## src/hw/rtl/xsf_pkg.sv

```systemverilog
package xsf_pkg;

    localparam int BlockBytesDef = 1024;
    localparam int CntW          = 11;
    localparam int CfgIdxW       = 1;

    localparam logic [7:0] CH_SOH = 8'h01;
    localparam logic [7:0] CH_STX = 8'h02;
    localparam logic [7:0] CH_EOT = 8'h04;
    localparam logic [7:0] CH_ACK = 8'h06;
    localparam logic [7:0] CH_NAK = 8'h15;
    localparam logic [7:0] CH_CAN = 8'h18;
    localparam logic [7:0] CH_CRC = 8'h43;

    localparam logic [CntW-1:0] SMALL_BLOCK = CntW'(128);
    localparam logic [CntW-1:0] BIG_BLOCK   = CntW'(1024);
    localparam logic [CntW-1:0] SMALL_LIMIT = CntW'(1024 - 128);
    localparam logic [4:0]      RETRY_DEF   = 5'd20;

    localparam logic [2:0] CMD_START = 3'd0;
    localparam logic [2:0] CMD_RX    = 3'd1;
    localparam logic [2:0] CMD_TMO   = 3'd2;
    localparam logic [2:0] CMD_DATA  = 3'd3;
    localparam logic [2:0] CMD_PULL  = 3'd4;
    localparam logic [2:0] CMD_EOF   = 3'd5;
    localparam logic [2:0] CMD_CAN   = 3'd6;

    localparam logic [2:0] ST_OK          = 3'd0;
    localparam logic [2:0] ST_BUSY        = 3'd1;
    localparam logic [2:0] ST_NOT_STARTED = 3'd2;
    localparam logic [2:0] ST_CANCELLED   = 3'd3;
    localparam logic [2:0] ST_BAD_REPLY   = 3'd4;
    localparam logic [2:0] ST_TIMEOUT     = 3'd5;
    localparam logic [2:0] ST_DONE        = 3'd6;

    localparam logic [CfgIdxW-1:0] REG_BLOCK_1K = 1'd0;
    localparam logic [CfgIdxW-1:0] REG_RETRY    = 1'd1;

    typedef struct packed {
        logic       tx_valid;
        logic [7:0] tx_byte;
        logic [2:0] status;
        logic       crc_mode;
    } t_result;

    // CRC-16 CCITT, one byte, MSB first
    function automatic logic [15:0] crc_byte(input logic [15:0] crc_in, input logic [7:0] b);
        logic [15:0] c;
        c = crc_in ^ {b, 8'h00};
        for (int i = 0; i < 8; i++) begin
            c = c[15] ? ({c[14:0], 1'b0} ^ 16'h1021) : {c[14:0], 1'b0};
        end
        return c;
    endfunction

endpackage

```

## src/hw/rtl/xsf_fsm.sv

```systemverilog
module xsf_fsm
    import xsf_pkg::*;
#(
    parameter int BLOCK_BYTES = BlockBytesDef
) (
    input  logic                           i_clk,
    input  logic                           i_rst_n,
    input  logic                           i_accept,
    input  logic [2:0]                     i_command,
    input  logic [7:0]                     i_rx_byte,
    input  logic                           i_block_1k,
    input  logic [4:0]                     i_retry_limit,
    input  logic [7:0]                     i_rd_data,
    output logic [$clog2(BLOCK_BYTES)-1:0] o_rd_addr,
    output logic                           o_wr_en,
    output logic [$clog2(BLOCK_BYTES)-1:0] o_wr_addr,
    output t_result                        o_result
);

    localparam int AW = $clog2(BLOCK_BYTES);
    localparam logic [CntW-1:0] BLK = CntW'(BLOCK_BYTES);

    typedef enum logic [2:0] {
        PH_IDLE, PH_WAIT_START, PH_READY, PH_WAIT_ACK,
        PH_SENDING, PH_FLUSH_WAIT_ACK, PH_FLUSH_SENDING, PH_SEND_EOT
    } t_phase;

    t_phase          r_phase, n_phase;
    logic            r_crc, n_crc;
    logic [7:0]      r_seq, n_seq, r_ack, n_ack;
    logic [CntW-1:0] r_fill, n_fill, r_emit, n_emit;
    logic [CntW-1:0] r_base, n_base, r_size, n_size;
    logic [15:0]     r_check, n_check;
    logic [4:0]      r_retry, n_retry;
    logic [8:0]      r_held, n_held;
    logic [1:0]      r_eot, n_eot;

    logic            want_begin, begin_flush, want_judge, judge_flush, do_idle;
    logic [7:0]      judge_b, seq_diff, tx_b, fb;
    logic [2:0]      status;
    logic            tx_v;
    logic [CntW:0]   last_pos, idx, base_sum, rd_full;
    logic [5:0]      retry_inc;
    logic            flushing;

    always_comb begin
        n_phase = r_phase; n_crc = r_crc; n_seq = r_seq; n_ack = r_ack;
        n_fill = r_fill; n_emit = r_emit; n_base = r_base; n_size = r_size;
        n_check = r_check; n_retry = r_retry; n_held = r_held; n_eot = r_eot;
        want_begin = 1'b0; begin_flush = 1'b0;
        want_judge = 1'b0; judge_flush = 1'b0; judge_b = i_rx_byte;
        do_idle = 1'b0;
        status = ST_OK; tx_v = 1'b0; tx_b = 8'h00; fb = 8'h00;
        o_wr_en = 1'b0;
        flushing = (r_phase == PH_FLUSH_SENDING);
        last_pos = {1'b0, r_size} + (r_crc ? (CntW+1)'(4) : (CntW+1)'(3));
        idx = {1'b0, r_base} + {1'b0, r_emit} - (CntW+1)'(3);
        retry_inc = {1'b0, r_retry} + 6'd1;
        base_sum = {1'b0, r_base} + {1'b0, r_size};

        if (i_accept) begin
            case (i_command)
                CMD_START: do_idle = 1'b1;
                CMD_RX: begin
                    if (r_phase == PH_WAIT_START) begin
                        if (i_rx_byte == CH_CAN) begin
                            do_idle = 1'b1;
                            status = ST_CANCELLED;
                        end else if (i_rx_byte == CH_CRC) begin
                            n_crc = 1'b1;
                            n_phase = PH_READY;
                        end else if (i_rx_byte == CH_NAK) begin
                            n_crc = 1'b0;
                            n_phase = PH_READY;
                        end
                    end else if (r_phase == PH_WAIT_ACK || r_phase == PH_FLUSH_WAIT_ACK) begin
                        want_judge = 1'b1;
                        judge_flush = (r_phase == PH_FLUSH_WAIT_ACK);
                    end else if (r_phase == PH_READY) begin
                        seq_diff = r_seq - r_ack;
                        if (seq_diff != 8'd0 && !seq_diff[7] && !r_held[8]) begin
                            n_held = {1'b1, i_rx_byte};
                        end
                    end
                end
                CMD_TMO: begin
                    if (r_phase == PH_WAIT_START) begin
                        if (retry_inc >= {1'b0, i_retry_limit}) begin
                            do_idle = 1'b1;
                            status = ST_TIMEOUT;
                        end else begin
                            n_retry = retry_inc[4:0];
                        end
                    end else if (r_phase == PH_WAIT_ACK || r_phase == PH_FLUSH_WAIT_ACK) begin
                        do_idle = 1'b1;
                        status = ST_TIMEOUT;
                    end
                end
                CMD_DATA: begin
                    if (r_phase == PH_IDLE || r_phase == PH_WAIT_START) begin
                        status = ST_NOT_STARTED;
                    end else if (r_phase != PH_READY) begin
                        status = ST_BUSY;
                    end else begin
                        o_wr_en = (r_fill < BLK);
                        n_fill = r_fill + CntW'(1);
                        if (n_fill >= r_size) begin
                            want_begin = 1'b1;
                        end
                    end
                end
                CMD_PULL: begin
                    if (r_phase == PH_SENDING || r_phase == PH_FLUSH_SENDING) begin
                        tx_v = 1'b1;
                        if (r_emit == CntW'(0)) begin
                            n_check = 16'h0000;
                            tx_b = (r_size == BIG_BLOCK) ? CH_STX : CH_SOH;
                        end else if (r_emit == CntW'(1)) begin
                            tx_b = r_seq;
                        end else if (r_emit == CntW'(2)) begin
                            tx_b = ~r_seq;
                        end else if ({1'b0, r_emit} < {1'b0, r_size} + (CntW+1)'(3)) begin
                            fb = (idx < {1'b0, r_fill} && idx < {1'b0, BLK}) ? i_rd_data : 8'h00;
                            tx_b = fb;
                            n_check = r_crc ? crc_byte(r_check, fb)
                                            : {8'h00, r_check[7:0] + fb};
                        end else if ({1'b0, r_emit} == {1'b0, r_size} + (CntW+1)'(3)) begin
                            tx_b = r_crc ? r_check[15:8] : r_check[7:0];
                        end else begin
                            tx_b = r_check[7:0];
                        end
                        if ({1'b0, r_emit} >= last_pos) begin
                            n_seq = r_seq + 8'd1;
                            n_emit = '0;
                            if (!flushing) begin
                                n_fill = '0;
                                n_phase = PH_READY;
                            end else begin
                                n_base = base_sum[CntW-1:0];
                                if (base_sum[CntW-1:0] < r_fill) begin
                                    want_begin = 1'b1;
                                    begin_flush = 1'b1;
                                end else begin
                                    n_eot = 2'd0;
                                    n_phase = PH_SEND_EOT;
                                end
                            end
                        end else begin
                            n_emit = r_emit + CntW'(1);
                        end
                    end else if (r_phase == PH_SEND_EOT) begin
                        tx_v = 1'b1;
                        tx_b = CH_EOT;
                        n_eot = r_eot + 2'd1;
                        if (n_eot == 2'd3) begin
                            do_idle = 1'b1;
                            status = ST_DONE;
                        end
                    end
                end
                CMD_EOF: begin
                    if (r_phase == PH_IDLE || r_phase == PH_WAIT_START) begin
                        status = ST_NOT_STARTED;
                    end else if (r_phase != PH_READY) begin
                        status = ST_BUSY;
                    end else if (r_fill == '0) begin
                        n_eot = 2'd0;
                        n_phase = PH_SEND_EOT;
                    end else begin
                        if (r_fill <= SMALL_LIMIT) begin
                            n_size = SMALL_BLOCK;
                        end
                        n_base = '0;
                        want_begin = 1'b1;
                        begin_flush = 1'b1;
                    end
                end
                CMD_CAN: begin
                    tx_v = 1'b1;
                    tx_b = CH_CAN;
                    do_idle = 1'b1;
                end
                default: ;
            endcase
        end

        // start the next block: judge a held reply, wait for one, or send
        if (want_begin) begin
            seq_diff = n_seq - n_ack;
            if (seq_diff != 8'd0 && !seq_diff[7]) begin
                if (n_held[8]) begin
                    want_judge = 1'b1;
                    judge_flush = begin_flush;
                    judge_b = n_held[7:0];
                    n_held = '0;
                end else begin
                    n_phase = begin_flush ? PH_FLUSH_WAIT_ACK : PH_WAIT_ACK;
                end
            end else begin
                n_emit = '0;
                n_phase = begin_flush ? PH_FLUSH_SENDING : PH_SENDING;
            end
        end else begin
            seq_diff = 8'h00;
        end

        if (want_judge) begin
            if (judge_b == CH_ACK) begin
                n_ack = n_ack + 8'd1;
                n_emit = '0;
                n_phase = judge_flush ? PH_FLUSH_SENDING : PH_SENDING;
            end else begin
                do_idle = 1'b1;
                status = (judge_b == CH_CAN) ? ST_CANCELLED : ST_BAD_REPLY;
            end
        end

        if (do_idle) begin
            n_phase = (i_command == CMD_START) ? PH_WAIT_START : PH_IDLE;
            n_seq = 8'd1; n_ack = 8'd1;
            n_fill = '0; n_emit = '0; n_base = '0;
            n_size = i_block_1k ? BLK : SMALL_BLOCK;
            n_retry = '0; n_held = '0; n_eot = 2'd0;
        end

        // prefetch the byte that the next pull of a data position needs
        rd_full = {1'b0, n_base} + {1'b0, n_emit} - (CntW+1)'(3);

        o_result.tx_valid = tx_v;
        o_result.tx_byte  = tx_b;
        o_result.status   = status;
        o_result.crc_mode = n_crc;
    end

    assign o_rd_addr = rd_full[AW-1:0];
    assign o_wr_addr = r_fill[AW-1:0];

    always_ff @(posedge i_clk) begin
        if (!i_rst_n) begin
            r_phase <= PH_IDLE;
            r_crc   <= 1'b0;
            r_seq   <= 8'd1;
            r_ack   <= 8'd1;
            r_fill  <= '0;
            r_emit  <= '0;
            r_base  <= '0;
            r_size  <= SMALL_BLOCK;
            r_check <= 16'h0000;
            r_retry <= '0;
            r_held  <= '0;
            r_eot   <= 2'd0;
        end else begin
            r_phase <= n_phase;
            r_crc   <= n_crc;
            r_seq   <= n_seq;
            r_ack   <= n_ack;
            r_fill  <= n_fill;
            r_emit  <= n_emit;
            r_base  <= n_base;
            r_size  <= n_size;
            r_check <= n_check;
            r_retry <= n_retry;
            r_held  <= n_held;
            r_eot   <= n_eot;
        end
    end

endmodule

```

## config.mk

```make
export PLATFORM = sky130hd
export DESIGN_NAME = xsf_fsm
export DESIGN_NICKNAME = d
export VERILOG_FILES = /design/src/hw/rtl/xsf_pkg.sv /design/src/hw/rtl/xsf_fsm.sv
export SDC_FILE = /design/constraint.sdc
export NUM_CORES = 1
export LEC_CHECK = 0
export BUFFER_PORTS_ARGS = -buffer_cell sky130_fd_sc_hd__buf_2
export CAP_MARGIN = 20
export CORE_ASPECT_RATIO = 1.25
export CORE_MARGIN = 8
export CORE_UTILIZATION = 50
export DETAILED_ROUTE_END_ITERATION = 7
export PLACE_DENSITY = 0.73
export SYNTH_ARGS = -nofsm -noshare
export SYNTH_HDL_FRONTEND = slang
export SYNTH_SLANG_ARGS = --single-unit
```

## constraint.sdc

```tcl
create_clock -name i_clk -period 8.2 [get_ports i_clk]
set_input_delay 0.82 -clock i_clk [delete_from_list [all_inputs] [get_ports i_clk]]
set_output_delay 0.82 -clock i_clk [all_outputs]
set_load 0.005 [all_outputs]
```

==> impl_results.md <==
- Status: completed
- Starting Density: 0.511
- CP max stage cell: fa_1
- CTS buffer count: 9
- Largest net degree at the start of global routing: 34
- Type of origin of the critical path: flop
- Clock Tree Root: clkbuf_16
- Critical path type: reg -> out
- Leakage power: between 4 and 5 nW
- Yosys Warn Count: 0
- VDD IR max: between 0.09 and 0.1 mV
- Area grow syn2layout: 11.1%
- Initial DRC count: 596
- Main combinational cell family by area after synthesis: simple AND/OR/NAND/NOR gates
- Number of port buffers: 61
- Area share of the largest cell type after synthesis: 0.201
- Antenna Nets Post-Route: 0
- Fraction of layout cells with a size suffix above 1: 0.118
- Nets: 1,305
- Critical Path RT: 7.38 ns
- Synth cell types: 85
- Drt pass-1 iters: 5
- Yosys top cell by area: dfxtp_1
- CTS H-tree lvls: 3
- Final Slew Violations: 0
- Die area: ~22,000 µm²
- Period utilization: 0.954
- Vias post-DR: 8,047
- # Max-Cap Violations: 0
- Core Util, Final: 0.568
- Clk_lat worst skew: approximately 0.36 ns
- Width of the die: between 100 and 150 µm
- Count of flip-flops with a built-in enable after synthesis: 0
- # clock sinks: slightly below 90
- Routability cong.: 0.922
- Max_slew headroom: 0.353
- TritonCTS clock tree: done
- Dpl hpwl: 17,800 µm
- Syn Inst Count: 1,121
- Final setup margin: 0.375 ns
- Final-report setup violation count: 0
- Fmax: 0.128 GHz
- Post-synthesis net count: 1,258
- Max incr delay on CP: roughly 0.41 ns
- Synth Register Bits: 87
- Async set-reset flop share out of synthesis: 0
- GRT met3 Usage: 0.0356
- Simple-Gate Fraction of Synth Area: 0.236
- CP most frequent cell: ha_1
- Reg clk slew, reported paths: 0.07 ns
- Final instance area: 9610 µm²
- Die Y: 163 µm
- Core area: 16,900 µm²
- Mapped cell area: 8650 µm²
- Antenna diodes: 0
- Worst slew pin tran: 0.964 ns
- Placed cell areas: 9130 µm²
- Power Dens Cells: 101 nW/µm²
- Initial antenna violation count: 0
- Synth top cells by count: ha_1 (104), nor2_1 (104), nand2_1 (102)
- DR DRC count: 0
- CTS Hold Bufs: 0
- Tot Pwr: about 0.00097 W
- Clock Tree Buf Depth: 2
- Global route overflow: 0
- Post-synthesis sequential area ratio: 0.201
- Final Hold Viols: 0
- Number of global-route vias before repair: 7,856
- Mux contribution to synthesized area: 0.0340
- First-pass GRT wire length: 37,700 µm
- Ranking of synthesized cells by area: dfxtp_1 (20%), ha_1 (15%), xnor2_1 (6.5%)
- GRT busiest layer: met2
- Post-Syn Area per Cell: 7.71 µm²
- Dpl ws: 0.188 ns
- Critical-path maximum fanout: 6
- I/O pin total: 62
- Met2 Track Usage GR: 0.352
- # rows: 53
- Min Tclk post-route: approximately 7.8 ns
- Routed WL: 22,600 µm
- WL/cell: 16.2 µm
- Synth Flop Type: dfxtp_1
- CP Capture Type: primary output
- GRT Total Usage: 0.208
- Clock Skews: 0.00976 ns
- Synth Area in Adders: 0.162
- Synth Area in Compound Gates: 0.199
- DR vias/cell: around 5.8
- Critical path arrival: 7.00 ns
- Synth Area in XOR/XNOR: 0.0978
- GR Util met1: 0.257
- Hold crit path type: reg -> reg
-- state kept, by name (all words and copies together), names as in the netlist --
register and count:
r_ack 8, r_base 11, r_check 16, r_crc 1, r_emit 11, r_eot 2, r_fill 11, r_held 9
r_phase 3, r_retry 5, r_seq 8, r_size 2
-- report_power, final --
part	switching, W	leakage (nW)	internal [W]	total (W)
Clock	0.000182	0.170	0.000307	0.000489
Combinational	0.0000357	3.28	0.0000191	0.0000548
Sequential	0.000000609	0.701	0.000423	0.000424
Total	0.000218	4.16	0.000749	0.000967
-- path summary, 6_finish.rpt --
path / from / to / slack, ns / cells after the start
setup / recovery: r_emit[0] / o_rd_addr[9] / 0.38 / 30
hold / removal: r_eot[1] / r_eot[1] / 0.46 / 2
setup reg to reg: r_emit[2] / r_check[7] / 2.26 / 26
hold reg to reg: r_eot[1] / r_eot[1] / 0.46 / 2
-- per-stage QoR --
stage	hold slack, ns	TNS, ns	cells
after global routing	0.485	-0.0229	1393
after detailed placement	0.456	0	1373
after global placement	0.443	0	1373
after floorplan	0.436	0	1121
after CTS	0.466	0	1389
final	0.464	0	1393
-- cells in the final DEF, fill, tap and decap left out, drive strengths merged, types with 5 or more instances in the layout --
master	instances
o21a	12
a21o	17
fa	5
dfxtp	87
a21boi	5
a32oi	8
xor2	30
o21ai	68
o2111ai	5
a22o	7
and2	22
xnor2	64
inv	100
or3	12
a31oi	7
nor4	8
a211oi	8
nor2	106
nand3	32
nor2b	23
nor3b	6
nand2b	11
clkbuf	11
nand4	13
and3	25
a21oi	61
ha	104
buf	82
mux2i	26
nand2	104
o21bai	7
nor3	27
-- cells by family (layout without fill, tap and decap cells) --
| family | Yosys count | in the layout |
|---|---|---|
| simple gates | 406 | 406 |
| compound gates | 250 | 250 |
| buf+inv | 145 | 197 |
| fa+ha+maj | 109 | 109 |
| xor+xnor | 95 | 95 |
| flops | 87 | 87 |
| mux | 29 | 29 |
-- area by class of cell --
type / count / area [µm²]
Clock buffer: 11 / 243
Clock inverter: 5 / 104
Fill cell: 1622 / 7300
Inverter: 99 / 372
Multi-Input combinational cell: 889 / 6410
Sequential cell: 87 / 1740
Tap cell: 220 / 275
Timing Repair Buffer: 82 / 460
-- per-layer routing --
metal	part of all wire	vias to the layer above	wire length, µm
li1	-	4044	-
met1	0.45	3764	10100
met2	0.48	204	10800
met3	0.054	35	1210
met4	0.023	0	528
met5	0	-	0
-- critical path: cells and delay by family (launching register included) --
family	cells	cell delay [ns]
AOI/OAI and AO/OA	13	2.26
adders and majority gates	5	1.51
and+or+nand+nor	5	1.13
xor gates and xnor gates	4	0.92
buffers and inverters	3	0.43
DFF	1	0.37
-- repair_timing --
| action | CTS | global route |
|---|---|---|
| setup buffers | 0 | 3 |
| pin swaps | 1 | 12 |
| endpoints found under the setup margin | 1 | 3 |
| gates resized for setup | 4 | 18 |
Power figures use the tool's default switching activity.
